===== src/rtl/core/m2xy_pkg.sv =====
// Package with the types, constants and fixed-point helper functions of the block.
`timescale 1ns / 1ps
package m2xy_pkg;
  localparam int unsigned MiredsLo = 40;
  localparam int unsigned MiredsHi = 599;
  localparam int unsigned Split4000K = 250;
  localparam int unsigned Split2222K = 451;
  localparam logic [15:0] XyMax = 16'hFEFF;
  localparam int unsigned QW = 36;
  // Mireds code that stands for everything cooler than 1667 K.
  localparam logic [9:0] MiredsCool = 10'd600;

  typedef enum logic [1:0] {
    BR_HIGH = 2'd0,
    BR_MID  = 2'd1,
    BR_LOW  = 2'd2
  } branch_e;

  // Classified item handed from the front part to the back part.
  typedef struct packed {
    logic [9:0] mireds;
    logic       x_warm;
    branch_e    y_br;
  } item_t;

  // Decimal coefficient times 1e9 to Q format, rounding halves away from zero.
  function automatic logic signed [QW-1:0] dec_to_q(input longint c, input int frac);
    logic [63:0] mag;
    logic [63:0] r;
    begin
      mag = (c < 0) ? 64'(-c) : 64'(c);
      r = ((mag << frac) + 64'd500000000) / 64'd1000000000;
      dec_to_q = (c < 0) ? -QW'(r) : QW'(r);
    end
  endfunction

  // Coefficient k (0 = cubic term) of a table: 0 x_warm, 1 x_cool, 2 y_low, 3 y_mid, 4 y_high.
  function automatic longint coef(input int tbl, input int k);
    longint t [5][4];
    begin
      t[0] = '{-266123900, -234358900, 877695600, 179910000};
      t[1] = '{-64'sd3025846900, 2107037900, 222634700, 240390000};
      t[2] = '{-1106381400, -1348110200, 64'sd2185558320, -202196830};
      t[3] = '{-954947600, -1374185930, 2091370150, -167488670};
      t[4] = '{64'sd3081758000, -64'sd5873386700, 64'sd3751129970, -370014830};
      coef = t[tbl][k];
    end
  endfunction
endpackage


===== src/rtl/core/m2xy_front.sv =====
// Front part: clamps the temperature and picks the polynomial branches.
`timescale 1ns / 1ps
module m2xy_front (
  input  logic [15:0]         temp_mireds_i,
  output m2xy_pkg::item_t     item_o
);
  import m2xy_pkg::*;
  logic [15:0] m_eff;

  always_comb begin
    m_eff = (temp_mireds_i < 16'(MiredsLo)) ? 16'(MiredsLo) : temp_mireds_i;
    // Anything cooler than 1667 K maps to the cool code, which the back part treats as 1667 K.
    item_o.mireds = (m_eff > 16'(MiredsHi)) ? MiredsCool : m_eff[9:0];
    item_o.x_warm = (m_eff >= 16'(Split4000K));
    if (m_eff >= 16'(Split2222K)) begin
      item_o.y_br = BR_LOW;
    end else if (m_eff >= 16'(Split4000K)) begin
      item_o.y_br = BR_MID;
    end else begin
      item_o.y_br = BR_HIGH;
    end
  end
endmodule


===== config.mk =====
export PLATFORM = sky130hd
export DESIGN_NAME = m2xy_front
export DESIGN_NICKNAME = d
export VERILOG_FILES = /design/src/rtl/core/m2xy_pkg.sv /design/src/rtl/core/m2xy_front.sv
export SDC_FILE = /design/constraint.sdc
export NUM_CORES = 1
export LEC_CHECK = 0
export BUFFER_PORTS_ARGS = -buffer_cell sky130_fd_sc_hd__buf_2
export CAP_MARGIN = 20
export CORE_AREA = 2 2 39 41
export DETAILED_ROUTE_END_ITERATION = 10
export DIE_AREA = 0 0 41 43
export PLACE_DENSITY_LB_ADDON = 0.1
export SLEW_MARGIN = 20
export SYNTH_ARGS = -nofsm -noshare
export SYNTH_HDL_FRONTEND = slang
export SYNTH_SLANG_ARGS = --single-unit

===== constraint.sdc =====
create_clock -name vclk -period 1.15
set_input_delay 0 -clock vclk [all_inputs]
set_output_delay 0 -clock vclk [all_outputs]
set_load 0.03 [all_outputs]

==> impl_metrics.json <==
{
  "outcome": "finished, violations left",
  "violations": "negative setup slack",
  "grt_pass1_wl_mm": 1.59,
  "setup_viol": 1,
  "detail-route-antenna-nets": 0,
  "placed_area_sq_um": 562,
  "grt_antenna_before_repair": 0,
  "internal-power_w": 0.0000677,
  "post_drt_wl_per_cell_um": 10.7,
  "synth.cell_area_sq_um": 260,
  "synth_cell_types": 22,
  "hold_path_depth": 4,
  "die-area_sq_mm": 0.00176,
  "grt_max_degree": 9,
  "viasPerCell": 4.75,
  "clkbuf_count": 0,
  "critical_path.cell_chain": "buf_6 > or4_4 > o211ai_4 > a211o_1 > buf_6",
  "grt_pass1_vias": 398,
  "pwr-share-clk": 0,
  "regArea_sq_um": 0,
  "drtPass1Iterations": 1,
  "design.seq.count": 0,
  "syn_inst": 41,
  "syn-num-nets": 57,
  "timing.final.crit_share": 1.00,
  "period_needed_ns": 1.15,
  "initialDrtViolationCount": 0,
  "synth_common_cells": "inv_1 (6), a211oi_1 (3), a21oi_1 (3), nand2_1 (3), nor2_1 (3)",
  "fp.dieH_um": 43,
  "dp_hpwl_um": 898,
  "fp-row-count": 14,
  "synth_seq_area_share": 0,
  "p_leak_nw": 0.269,
  "drc": 0,
  "grtUsageTotal": 0.119,
  "areaGrowthSynthToFinish_pct": 128,
  "maxCapViolations": 0,
  "dr_total_vias": 461,
  "seqPwrFrac": 0,
  "start_util": 0.188,
  "hold_buffers": 0,
  "max_freq_mhz": 868,
  "num_antenna_cells": 0,
  "ys_warn_count": 0,
  "worst_slack_ns": -0.00200,
  "setup.worst_path.class": "primary input to output pin",
  "critical_path.max_stage_delay_ns": 0.53,
  "relSlewSlack": 0.675,
  "crit_top_cell": "buf_6",
  "fin_area_sq_um": 594,
  "cpLargestDelayFamily": "simple AND/OR/NAND/NOR gates",
  "nNetsFinal": 99,
  "p_total_w": 0.000139,
  "synth.area.top_cells": "a211oi_1 (8.7%), inv_1 (8.7%), a2111oi_0 (6.7%), a21oi_1 (5.8%), o21a_1 (5.8%)",
  "power_switching_w": 0.0000716,
  "core-area_sq_mm": 0.00138,
  "drive_above_1_share": 0.654,
  "rsz0062_at_grt": "true",
  "grt_overflow_total": 0,
  "cp.required_ns": 1.15,
  "cp.arrival_ns": 1.15,
  "power.density_mw_per_mm2": 234,
  "avgSynthCellArea_sq_um": 6.35,
  "switching_share": 0.514,
  "drv_slew": 0,
  "tightestPinTransition_ns": 0.487,
  "worstHoldPathType": "primary input to output pin",
  "netlist.area_leader.share": 0.0865,
  "synth.most_common_cell": "inv_1",
  "p_comb_frac": 1.000,
  "io_buffers": 29,
  "crit_path_start_kind": "primary input",
  "crit_buf_inv": 2,
  "routed_wl_mm": 1.04,
  "critical-path-slowest-cell": "or4_4",
  "gp_congestion": 0.751,
  "synth_top_cell_by_area": "a211oi_1",
  "fp.dieW_um": 41,
  "cp_max_fo": 4,
  "cp.depth": 5,
  "hold_viol": 0,
  "io_pins": 29,
  "max-vdd-ir-drop_uv": 95.0,
  "crit_path_end_kind": "output pin"
}
## routing by layer
metal	routed length, um	track usage
met2	521	0.194
met3	68	0.00524
met5	0	0
met4	0	0
met1	451	0.178
## placed cells by master (no fill, tap or decap), types with 3 or more instances in the layout
master and n:
buf_2 22, buf_6 3, nand2_1 3, buf_4 16, inv_1 6
## tightest hold or removal path: cells and delay by family
family                 cells  cell delay, ns
AO/OA/AOI/OAI              1            0.04
buffers and inverters      3            0.30
## kinds of logic (layout without fill, tap and decap cells)
| group | count (synthesis) | after routing | share of synthesized area |
|---|---|---|---|
| and+or+nand+nor | 17 | 17 | 0.394 |
| AOI/OAI and AO/OA | 17 | 17 | 0.476 |
| buffers and inverters | 7 | 47 | 0.130 |
## per-stage QoR
step / std cells / hold WS (ns) / TNS [ns] / setup slack [ns] / util
2_1_floorplan: 41 / 0.153 / -0.943 / -0.157 / -
3_3_place_gp: 100 / 0.345 / -0.879 / -0.281 / 0.406
3_5_place_dp: 100 / 0.347 / -0.928 / -0.332 / 0.406
4_1_cts: 97 / 0.348 / 0 / 0.00106 / 0.410
5_1_grt: 97 / 0.371 / -0.0547 / -0.0228 / 0.429
6_report: 97 / 0.337 / -0.00200 / -0.00200 / 0.429
## worst paths after layout
check                  endpoint        startpoint  slack (ns)
worst max-delay path  item_o[6]  temp_mireds_i[9]      -0.002
worst min-delay path  item_o[3]  temp_mireds_i[0]        0.34
## power groups by stage
stage	clock network, W	registers [W]	logic (W)
2_1_floorplan	0	0	0.0000474
3_3_place_gp	0	0	0.000135
3_5_place_dp	0	0	0.000134
4_1_cts	0	0	0.000134
5_1_grt	0	0	0.000153
6_report	0	0	0.000139
## repair_timing
item	4_1_cts	5_1_grt
setup endpoints to repair	7	8
gates resized for setup	6	9
setup buffers	0	0
endpoints found under the hold margin	0	0
pin swaps	3	1
## layout make-up
class / instances / area [sq um]
fill: 158 / 790
multi-input combinational: 34 / 288
timing repair buffer: 41 / 264
inverter: 6 / 22.5
tap: 16 / 20.0
Note: power is estimated with default switching activity, not from simulation.
