==> config.mk <==
export PLATFORM = sky130hd
export DESIGN_NAME = m2xy_fifo
export DESIGN_NICKNAME = d
export VERILOG_FILES = /design/src/rtl/core/m2xy_pkg.sv /design/src/rtl/core/m2xy_fifo.sv
export SDC_FILE = /design/constraint.sdc
export NUM_CORES = 1
export LEC_CHECK = 0
export ABC_AREA = 1
export BUFFER_PORTS_ARGS = -buffer_cell sky130_fd_sc_hd__buf_4
export CORE_MARGIN = 2
export CORE_UTILIZATION = 50
export CTS_BUF_LIST = sky130_fd_sc_hd__clkbuf_16
export CTS_CLUSTER_SIZE = 30
export DETAILED_ROUTE_END_ITERATION = 10
export PLACE_DENSITY = 0.77
export REMOVE_ABC_BUFFERS = 1
export SYNTH_ARGS = -nofsm -noshare
export SYNTH_HDL_FRONTEND = slang
export SYNTH_SLANG_ARGS = --single-unit
==> constraint.sdc <==
create_clock -name clk_i -period 2.33 [get_ports clk_i]
set_clock_uncertainty 0.2 [all_clocks]
set_input_delay 0.1165 -clock clk_i [delete_from_list [all_inputs] [get_ports clk_i]]
set_output_delay 0.1165 -clock clk_i [all_outputs]
set_load 0.02 [all_outputs]
==> src/rtl/core/m2xy_pkg.sv <==
// Package with the types, constants and fixed-point helper functions of the block.
`timescale 1ns / 1ps
package m2xy_pkg;
  localparam int unsigned MiredsLo = 40;
  localparam int unsigned MiredsHi = 599;
  localparam int unsigned Split4000K = 250;
  localparam int unsigned Split2222K = 451;
  localparam logic [15:0] XyMax = 16'hFEFF;
  localparam int unsigned QW = 36;
  // Mireds code that stands for everything cooler than 1667 K.
  localparam logic [9:0] MiredsCool = 10'd600;

  typedef enum logic [1:0] {
    BR_HIGH = 2'd0,
    BR_MID  = 2'd1,
    BR_LOW  = 2'd2
  } branch_e;

  // Classified item handed from the front part to the back part.
  typedef struct packed {
    logic [9:0] mireds;
    logic       x_warm;
    branch_e    y_br;
  } item_t;

  // Decimal coefficient times 1e9 to Q format, rounding halves away from zero.
  function automatic logic signed [QW-1:0] dec_to_q(input longint c, input int frac);
    logic [63:0] mag;
    logic [63:0] r;
    begin
      mag = (c < 0) ? 64'(-c) : 64'(c);
      r = ((mag << frac) + 64'd500000000) / 64'd1000000000;
      dec_to_q = (c < 0) ? -QW'(r) : QW'(r);
    end
  endfunction

  // Coefficient k (0 = cubic term) of a table: 0 x_warm, 1 x_cool, 2 y_low, 3 y_mid, 4 y_high.
  function automatic longint coef(input int tbl, input int k);
    longint t [5][4];
    begin
      t[0] = '{-266123900, -234358900, 877695600, 179910000};
      t[1] = '{-64'sd3025846900, 2107037900, 222634700, 240390000};
      t[2] = '{-1106381400, -1348110200, 64'sd2185558320, -202196830};
      t[3] = '{-954947600, -1374185930, 2091370150, -167488670};
      t[4] = '{64'sd3081758000, -64'sd5873386700, 64'sd3751129970, -370014830};
      coef = t[tbl][k];
    end
  endfunction
endpackage

==> src/rtl/core/m2xy_fifo.sv <==
// Two-entry queue that decouples the front part from the back part.
`timescale 1ns / 1ps
module m2xy_fifo (
  input  logic            clk_i,
  input  logic            rst_ni,
  input  logic            in_valid_i,
  output logic            in_ready_o,
  input  m2xy_pkg::item_t in_item_i,
  output logic            out_valid_o,
  input  logic            out_ready_i,
  output m2xy_pkg::item_t out_item_o
);
  import m2xy_pkg::*;
  item_t mem_q [2];
  logic  wr_q, rd_q;
  logic [1:0] cnt_q;
  logic push, pop;

  assign in_ready_o  = (cnt_q != 2'd2);
  assign out_valid_o = (cnt_q != 2'd0);
  assign out_item_o  = mem_q[rd_q];
  assign push = in_valid_i && in_ready_o;
  assign pop  = out_valid_o && out_ready_i;

  always_ff @(posedge clk_i or negedge rst_ni) begin
    if (!rst_ni) begin
      wr_q <= 1'b0;
      rd_q <= 1'b0;
      cnt_q <= 2'd0;
    end else begin
      if (push) wr_q <= ~wr_q;
      if (pop) rd_q <= ~rd_q;
      cnt_q <= cnt_q + {1'b0, push} - {1'b0, pop};
    end
  end

  always_ff @(posedge clk_i) begin
    if (push) mem_q[wr_q] <= in_item_i;
  end
endmodule

==> results_dict.tcl, run 1 <==
set metrics [dict create \
    cp_max_fo 15 \
    synth_compound_area_share_pct 0 \
    p_clk_share_pct 26.3 \
    ios 32 \
    fin_crit_sh_pct 78.4 \
    grt_max_degree 16 \
    area_growth_syn_to_layout_pct 48.7 \
    synthAdderAreaFrac_pct 2.13 \
    htreeDepth 2 \
    p_int_mw 1.44 \
    nets 173 \
    drive_above_1_share_pct 25.2 \
    synth_top_family_by_area "simple AND/OR/NAND/NOR gates" \
    clockBufferDepth 2 \
    hold_class "reg -> reg" \
    maxSlewHeadroom_pct 64.2 \
    p_comb_share_pct 36.4 \
    path_delay_family "flip-flops" \
    route.detailed.drc 0 \
    ys_ff_latch 30 \
    tightestPinTransition_ps 536 \
    viasPerCell 4.87 \
    grt.total_usage_pct 20.8 \
    final_common_cell "nand2_1" \
    cap_viol_max_count 0 \
    rr_worst_depth 10 \
    grt_pass1_wl_um 3750 \
    seqPwrFrac_pct 37.3 \
    cp_slowest_stage_delay_ps 660 \
    switching_share_pct 34.8 \
    final_cell_mix "nand2_1 (52), buf_4 (33), edfxtp_1 (26)" \
    tns_ps 0 \
    path_depth 4 \
    antenna_found_initial 0 \
    die_area_sq_um 2750 \
    grt_pass1_vias 887 \
    startpoint_type "flop" \
    finalPower_mw 2.21 \
    start_util_pct 53.0 \
    clockRootBuffer "clkbuf_16" \
    cts_tree "yes" \
    worstPathCellList "inv_2, nand2_1, nand2_1, buf_4" \
    wl_per_cell_um 13.1 \
    synthCells 99 \
    crit_buf_inv 2 \
    vdd_drop_max_mv 0.887 \
    dr.pass1.iters 4 \
    yosysTopAreaCellShare_pct 66.6 \
    clk_latency_ps 270 \
    postRouteWirelength_um 2400 \
    yosysTopAreaCell "edfxtp_1" \
    setup_viol 0 \
    ys_top_cells_by_area "edfxtp_1 (67%), nand2_1 (17%), dfrtp_1 (8.5%)" \
    vias 892 \
    grt.overflow.total 0 \
    crit_slowest_cell "dfrtp_1" \
    n_antenna_cell 0 \
    cts.sinks 30 \
    status "finished, final reports clean" \
    cts.clk_slew.worst_paths_ps 50 \
    yosysWarnings 0 \
    p_leak_nw 0.818 \
    hpwl_um 1450 \
    rsz0062_at_grt "false" \
    min_period_ps 1830 \
    gp_congestion 0.603 \
    muxShareOfSynthArea_pct 0 \
    die_w_um 52.4 \
    fp.coreArea_sq_um 2210 \
    antenna_left 0 \
    synth-xor-area-share_pct 0 \
    fp.dieH_um 52.4 \
    ys_types 10 \
    fmax_mhz 547 \
    critical_path_class "reg -> out" \
    io_buffers 31 \
    critical_path.most_common_cell "nand2_1" \
    hold_viol 0 \
    synth.avg_cell_area_sq_um 11.8 \
    cp_data_arrival_time_ps 1510 \
    cts-buffers-inserted 5 \
    min_path_cells 2 \
    syn_area_sq_um 1170 \
    synthSimpleGateAreaFrac_pct 18.2 \
    cp-end-kind "output port" \
    pwr_density_cell_nw_per_um2 1270 \
    p_sw_uw 768 \
    drv_slew 0 \
    yosysSeqAreaShare_pct 75.1 \
    rows 17 \
    critPathRequiredTime_ps 2010 \
    drt-initial-drc-count 15 \
]
Yosys cell counts, drive strengths merged:
master,instances
nand2,52
dfrtp,4
edfxtp,26
nor2,1
nand3,3
inv,9
buf,2
ha,2
worst reg2reg max path: stages (launching register included):
cell and delay, ps:
dfrtp_1 390, inv_1 70, nand2_1 80, nand2_1 90
inv_1 50, ha_1 280, inv_1 60, ha_1 150
inv_1 40, nand2_1 50, nand2_1 40
cells by family (layout without fill, tap and decap cells):
group | after synthesis | after routing
fa+ha+maj | 2 | 2
flops | 30 | 30
buf+inv | 11 | 67
simple gates | 56 | 56
cell type report:
class / count / area (sq um)
clock buffers: 5 / 125
clock inverters: 3 / 11.3
fillers: 140 / 469
inverters: 9 / 33.8
multi-input cells: 58 / 239
flip-flops and latches: 30 / 881
well taps: 28 / 35.0
repair buffers: 50 / 418
per-layer routing:
metal | share of wire, % | vias to the layer above | GRT usage (%)
met1 | 36 | 417 | 20.4
li1 | - | 430 | -
met5 | 0 | - | 0
met3 | 8.6 | 9 | 9.43
met4 | 2.6 | 0 | 11.1
met2 | 52 | 36 | 36.0
metrics by stage:
step | util [%] | hold slack (ps) | area, sq um | setup WS [ps] | cells
after global routing | 78.8 | 327 | 1740 | 387 | 183
after CTS | 78.8 | 281 | 1740 | 474 | 183
after global placement | 64.9 | -283 | 1440 | 751 | 158
after floorplan | - | -379 | 1150 | 463 | 97
after detailed placement | 64.9 | -284 | 1440 | 719 | 158
final | 78.8 | 280 | 1740 | 503 | 183
worst paths after layout:
check	from	endpoint	slack, ps
hold / removal	wr_q	wr_q	280
hold reg to reg	wr_q	wr_q	280
min in group asynchronous	rst_ni	cnt_q[1]	550
max in group asynchronous	rst_ni	cnt_q[0]	1200
setup / recovery	rd_q	out_item_o[3]	500
setup reg to reg	cnt_q[1]	cnt_q[1]	700
registers in the layout, summed over array words and instances, names as in the netlist:
name	count
mem_q	26
rd_q	1
wr_q	1
cnt_q	2
power by group through the flow:
stage               clock (mW)  sequential, mW  combinational, mW
finish                   0.581           0.823              0.802
global route             0.617           0.840              0.878
CTS                      0.594           0.823              0.803
detailed placement           0           0.832              0.778
global placement             0           0.824              0.756
floorplan                    0           0.807              0.459
timing repair:
item	4_1_cts	5_1_grt
hold endpoints to repair	32	0
gates resized for setup	0	0
buffers inserted	0	0
hold buffers	17	0
(Power assumes the default switching activity.)
==> inputs of run 2 (changes only) <==
ABC_AREA = 0   (was 1)
CORE_UTILIZATION = 49   (was 50)
PLACE_DENSITY = 0.76   (was 0.77)
clock period = 1.7 ns   (was 2.33 ns; I/O delays follow)
==> run 2 against run 1 <==
Against the previous run:
- the flow now finishes with violations (negative setup slack)
- count of clock-buffer cells in the layout stayed put
- wire length is 13% lower
- cell count is 19% lower
- worst setup slack worse by 610 ps
- first-iteration DRC count is 40% lower
- synthesized cell count is 42% lower
- sequential cell count stayed put
- utilization is 3.7 points higher
- largest cell class unchanged
==> results_dict.tcl, run 2 <==
set metrics [dict create \
    r2r-end "cnt_q[1]" \
    cp_data_arrival_time_ps 1760 \
    fin_crit_sh_pct 106 \
    synthCells 57 \
    postRouteWirelength_um 2090 \
    area_growth_syn_to_layout_pct 59.4 \
    drv_slew 0 \
    vdd_drop_max_mv 1.36 \
    synth.most_common_cell "edfxtp_1" \
    rows 17 \
    rrSetupSlack_ps -110 \
    synth_compound_area_share_pct 0 \
    grt.total_usage_pct 17.8 \
    yosysTopAreaCellShare_pct 68.9 \
    start_util_pct 51.7 \
    synth_top_family_by_area "multiplexers" \
    violations "negative setup slack" \
    final_cell_mix "buf_4 (40), edfxtp_1 (26), dlygate4sd3_1 (15)" \
    yosysSeqAreaShare_pct 77.7 \
    fp.dieH_um 52.1 \
    wl_met1_um 831 \
    synthAdderAreaFrac_pct 2.21 \
    multi_input_area_sq_um 285 \
    regMostFlops "mem_q" \
    p_leak_nw 0.735 \
    crit_start "cnt_q[1]" \
    grt.overflow.total 0 \
    fmax_mhz 553 \
    die_w_um 52.1 \
    io_buffers 31 \
    dr_wl_met3_um 102 \
    clockBufferDepth 2 \
    ys_types 15 \
    clk_latency_ps 260 \
    crit_end "cnt_q[1]" \
    ys_async_sr_fraction_pct 13.3 \
    cts.sinks 30 \
    ys_top_cells_by_area "edfxtp_1 (69%), mux2_1 (11%), dfrtp_1 (8.8%)" \
    muxShareOfSynthArea_pct 12.9 \
    rr_worst_depth 7 \
    yosysWarnings 0 \
    tightestPinTransition_ps 312 \
    gp_congestion 0.658 \
    syn_area_sq_um 1130 \
    critPathRequiredTime_ps 1650 \
    cts-buffers-inserted 5 \
    reg2reg_from "cnt_q[1]" \
    synth.avg_cell_area_sq_um 19.9 \
    hold_viol 0 \
    cp-end-kind "flop" \
    finalPower_mw 3.16 \
    synth_edf_count 26 \
    drive_above_1_share_pct 49.2 \
    nets 138 \
    netlist_top_cells_count "edfxtp_1 (26), mux2_1 (11), dfrtp_1 (4)" \
    wl_per_cell_um 14.1 \
    wl_met2_um 1130 \
    synth-xor-area-share_pct 3.09 \
    status "complete, but fails checks" \
    setup_viol 1 \
    postLayoutSetupSlackWorst_ps -107 \
    clockRootBuffer "clkbuf_16" \
    hpwl_um 1320 \
    critical_path_class "reg -> reg" \
    dr.pass1.iters 3 \
    hold_class "in -> reg" \
    maxSlewHeadroom_pct 79.2 \
    fill_cells 128 \
    reg_top3 "mem_q: 26 flops, cnt_q: 2 flops" \
    synthSimpleGateAreaFrac_pct 3.09 \
    synthFlopType "edfxtp_1" \
    startpoint_type "flop" \
    grt_pass1_vias 743 \
    cts_tree "yes" \
    utilization_pct 82.5 \
    route.detailed.drc 0 \
    highest_layer "met4" \
    vias 706 \
    ios 32 \
    antenna_left 0 \
    rsz0062_at_grt "true" \
    cap_viol_max_count 0 \
    drt-initial-drc-count 9 \
    largest_reg_flops 26 \
    grt_pass1_wl_um 3210 \
    ys_ff_latch 30 \
    antenna_found_initial 0 \
    n_antenna_cell 0 \
    seq_area_sq_um 882 \
    viasPerCell 4.77 \
    yosysTopAreaCell "edfxtp_1" \
    cp_max_fo 2 \
    final_common_cell "buf_4" \
    fp.coreArea_sq_um 2190 \
    timing.hold.ws_ps 47.7 \
    cts.clk_slew.worst_paths_ps 50 \
    pwr_density_cell_nw_per_um2 1750 \
    min_period_ps 1810 \
    grt_max_degree 14 \
    htreeDepth 2 \
    die_area_sq_um 2710 \
]
[run 2: cell count changes after synthesis, sizes merged]
cell    change
and2        +1
and3        +1
buf         -1
inv         -8
mux2       +13
nand2      -51
nand2b      +1
nand3       -3
or2         +1
xnor2       +3
xor2        +1
[run 2: cell families (layout without fill, tap and decap cells)]
group	Yosys count	in the layout
adder cells (fa/ha/maj)	2	2
buffers and inverters	2	65
XOR/XNOR	4	4
AND/OR/NAND/NOR	6	6
flip-flops	30	30
multiplexers	13	13
[run 2: repair_timing]
item                                    CTS  global route
resized for setup                         8             2
endpoints found under the hold margin    30             0
hold buffers                             15             0
setup buffers                             1             1
pin swaps                                 5             2
endpoints found under the setup margin   15            15
[run 2: how the worst min path moves through the flow]
stage	from	end	cells after the start
3_3_place_gp	rst_ni	cnt_q[0]	1
4_1_cts	in_valid_i	wr_q	4
5_1_grt	out_ready_i	rd_q	4
3_5_place_dp	rst_ni	cnt_q[0]	1
2_1_floorplan	rst_ni	cnt_q[0]	0
6_report	out_ready_i	rd_q	4
[run 2: cell type report]
cell class,instances,area share [%]
Timing Repair Buffer,56,25.6
Multi-Input combinational cell,25,15.8
Inverter,1,0.208
Sequential cell,30,48.8
Clock buffer,5,6.93
Clock inverter,3,0.762
Tap cell,28,1.94
[run 2: routing by layer]
layer | up-vias | global-route usage [%]
li1 | 335 | -
met1 | 344 | 18.2
met2 | 23 | 32.9
met3 | 4 | 5.17
met4 | 0 | 7.89
met5 | - | 0
[run 2: where the power goes]
group | switching [mW] | internal (mW) | leakage, nW
combinational | 0.616 | 0.648 | 0.373
sequential | 0.0736 | 1.03 | 0.287
clock | 0.265 | 0.527 | 0.0748
total | 0.955 | 2.20 | 0.735
[run 2: per-stage QoR]
| step | cells | area, sq um | worst slack, ps | TNS, ps |
|---|---|---|---|---|
| after floorplan | 56 | 1130 | -221 | -3010 |
| after global placement | 123 | 1450 | -82.7 | -695 |
| after detailed placement | 123 | 1450 | -145 | -928 |
| after CTS | 147 | 1790 | -73.9 | -73.9 |
| after global routing | 148 | 1810 | -148 | -148 |
| final | 148 | 1810 | -107 | -107 |
[run 2: worst max-delay path, cell delays in order (launching register included)]
cell and delay, ps:
dfrtp_1 370, or2_1 260, and2_4 160, ha_4 260, inv_2 30, ha_4 150
xnor2_2 130, xnor2_1 130
==> inputs of run 3 (changes only) <==
CORE_UTILIZATION = 53   (was 49)
PLACE_DENSITY = 0.81   (was 0.76)
clock period = 2.35 ns   (was 1.7 ns; I/O delays follow)
==> run 3 against run 2 <==
Against the previous run:
- the flow now finishes without violations
- combinational power is 43% lower
- register-to-register slack gained 430 ps
- die area down 7.0%
- wire length grew 9.6%
- cell count shrank 6.1%
- critical path type unchanged
==> results_dict.tcl, run 3 (synthesized netlist as in run 2, its figures left out) <==
set metrics [dict create \
    route.detailed.drc 0 \
    fin_area_sq_um 1700 \
    drv_slew 0 \
    ios 32 \
    regMostFlops "mem_q" \
    maxSlewHeadroom_pct 56.6 \
    gp_congestion 0.593 \
    rsz0062_at_grt "false" \
    p_sw_uw 670 \
    dpl_cell_area_sq_um 1400 \
    cts_resized 0 \
    hold_viol 0 \
    cts_setup_buffers 0 \
    final_cells 139 \
    fin_crit_sh_pct 86.3 \
    status "finished, final reports clean" \
    reg_top3 "mem_q: 26 flops, cnt_q: 2 flops" \
    clockRootBuffer "clkbuf_16" \
    tightestPinTransition_ps 651 \
    min_period_ps 2030 \
    tns_ps 0 \
    place_inst 115 \
    grt_max_degree 15 \
    p_comb_share_pct 33.6 \
    final_common_cell "buf_4" \
    cp-end-kind "flop" \
    cts.sinks 30 \
    critical_path_class "reg -> reg" \
    p_int_mw 1.46 \
    dr.pass1.iters 4 \
    ctsHoldBuffers 16 \
    io_buffers 31 \
    start_util_pct 57.2 \
    cts_tree "yes" \
    fp.coreArea_sq_um 1980 \
    cap_viol_max_count 0 \
    antenna_left 0 \
    wl_per_cell_um 16.5 \
    postRouteWirelength_um 2290 \
    hold_class "in -> reg" \
    clockBufferDepth 2 \
    setup_viol 0 \
    multi_input_area_sq_um 241 \
    antenna_found_initial 0 \
    die_w_um 50.2 \
    htreeDepth 2 \
    p_leak_nw 0.689 \
    vdd_drop_max_mv 1.12 \
    drt-initial-drc-count 11 \
    seq_area_sq_um 881 \
    p_clk_share_pct 26.7 \
    rows 16 \
    vias 676 \
    nets 130 \
    grt.total_usage_pct 21.8 \
    grt_pass1_wl_um 3710 \
    fill_cells 92 \
    grt.overflow.total 0 \
    n_antenna_cell 0 \
    cp_max_fo 3 \
    seqPwrFrac_pct 39.7 \
    grt_pass1_vias 759 \
    cp_data_arrival_time_ps 2010 \
    viasPerCell 4.86 \
    fmax_mhz 493 \
    largest_reg_flops 26 \
    pwr_density_cell_nw_per_um2 1250 \
    critPathRequiredTime_ps 2340 \
    die_area_sq_um 2520 \
    cts.clk_slew.worst_paths_ps 50 \
    clk_latency_ps 260 \
    cts-buffers-inserted 5 \
    hpwl_um 1200 \
    startpoint_type "flop" \
    final_cell_mix "buf_4 (32), edfxtp_1 (26), dlygate4sd3_1 (16)" \
    area_growth_syn_to_layout_pct 49.7 \
    drive_above_1_share_pct 35.7 \
    fp.dieH_um 50.2 \
    switching_share_pct 31.5 \
]
==> run 3: through the flow <==
stage / setup slack (ps) / util (%) / hold slack, ps / total power, mW
2_1_floorplan: 429 / - / -378 / 1.23
3_3_place_gp: 527 / 70.6 / -285 / 1.48
6_report: 322 / 85.6 / 73.2 / 2.13
5_1_grt: 269 / 85.6 / 67.0 / 2.22
3_5_place_dp: 448 / 70.6 / -284 / 1.51
4_1_cts: 408 / 85.6 / 6.46 / 2.11
==> run 3: per-layer routing <==
layer,GRT usage (%),share of wire (%),vias to the layer above
met5,0,0,-
met4,15.3,2.4,0
met3,5.06,4.6,4
met2,37.9,55,23
met1,23.2,38,329
li1,-,-,320
==> run 3: critical path, cell delays in order (launching register included) <==
cell and delay, ps:
dfrtp_1 410, or2_1 270, and2_4 180, ha_1 280
inv_1 40, ha_1 190, xnor2_1 230, xnor2_1 150
==> run 3: cell type report <==
class	count	share of cell area, %
Timing Repair Buffer	48	23.6
Sequential cell	30	51.9
Inverter	1	0.221
Multi-Input combinational cell	25	14.2
Clock inverter	3	0.664
Clock buffer	5	7.37
Tap cell	27	1.99
==> run 3: path summary, 6_finish.rpt <==
kind,from,end,slack [ps],cells past startpoint
hold / removal,in_valid_i,wr_q,70,3
setup / recovery,cnt_q[1],cnt_q[1],320,7
max in group asynchronous,rst_ni,rd_q,1190,3
setup reg to reg,cnt_q[1],cnt_q[1],320,7
hold reg to reg,cnt_q[0],cnt_q[0],360,1
min in group asynchronous,rst_ni,wr_q,580,3
==> run 3: power groups by stage <==
stage | Clock, mW | Combinational [mW] | Sequential [mW]
after floorplan | 0 | 0.413 | 0.813
after CTS | 0.577 | 0.695 | 0.836
after detailed placement | 0 | 0.670 | 0.842
final | 0.568 | 0.714 | 0.843
after global routing | 0.604 | 0.757 | 0.857
after global placement | 0 | 0.649 | 0.830
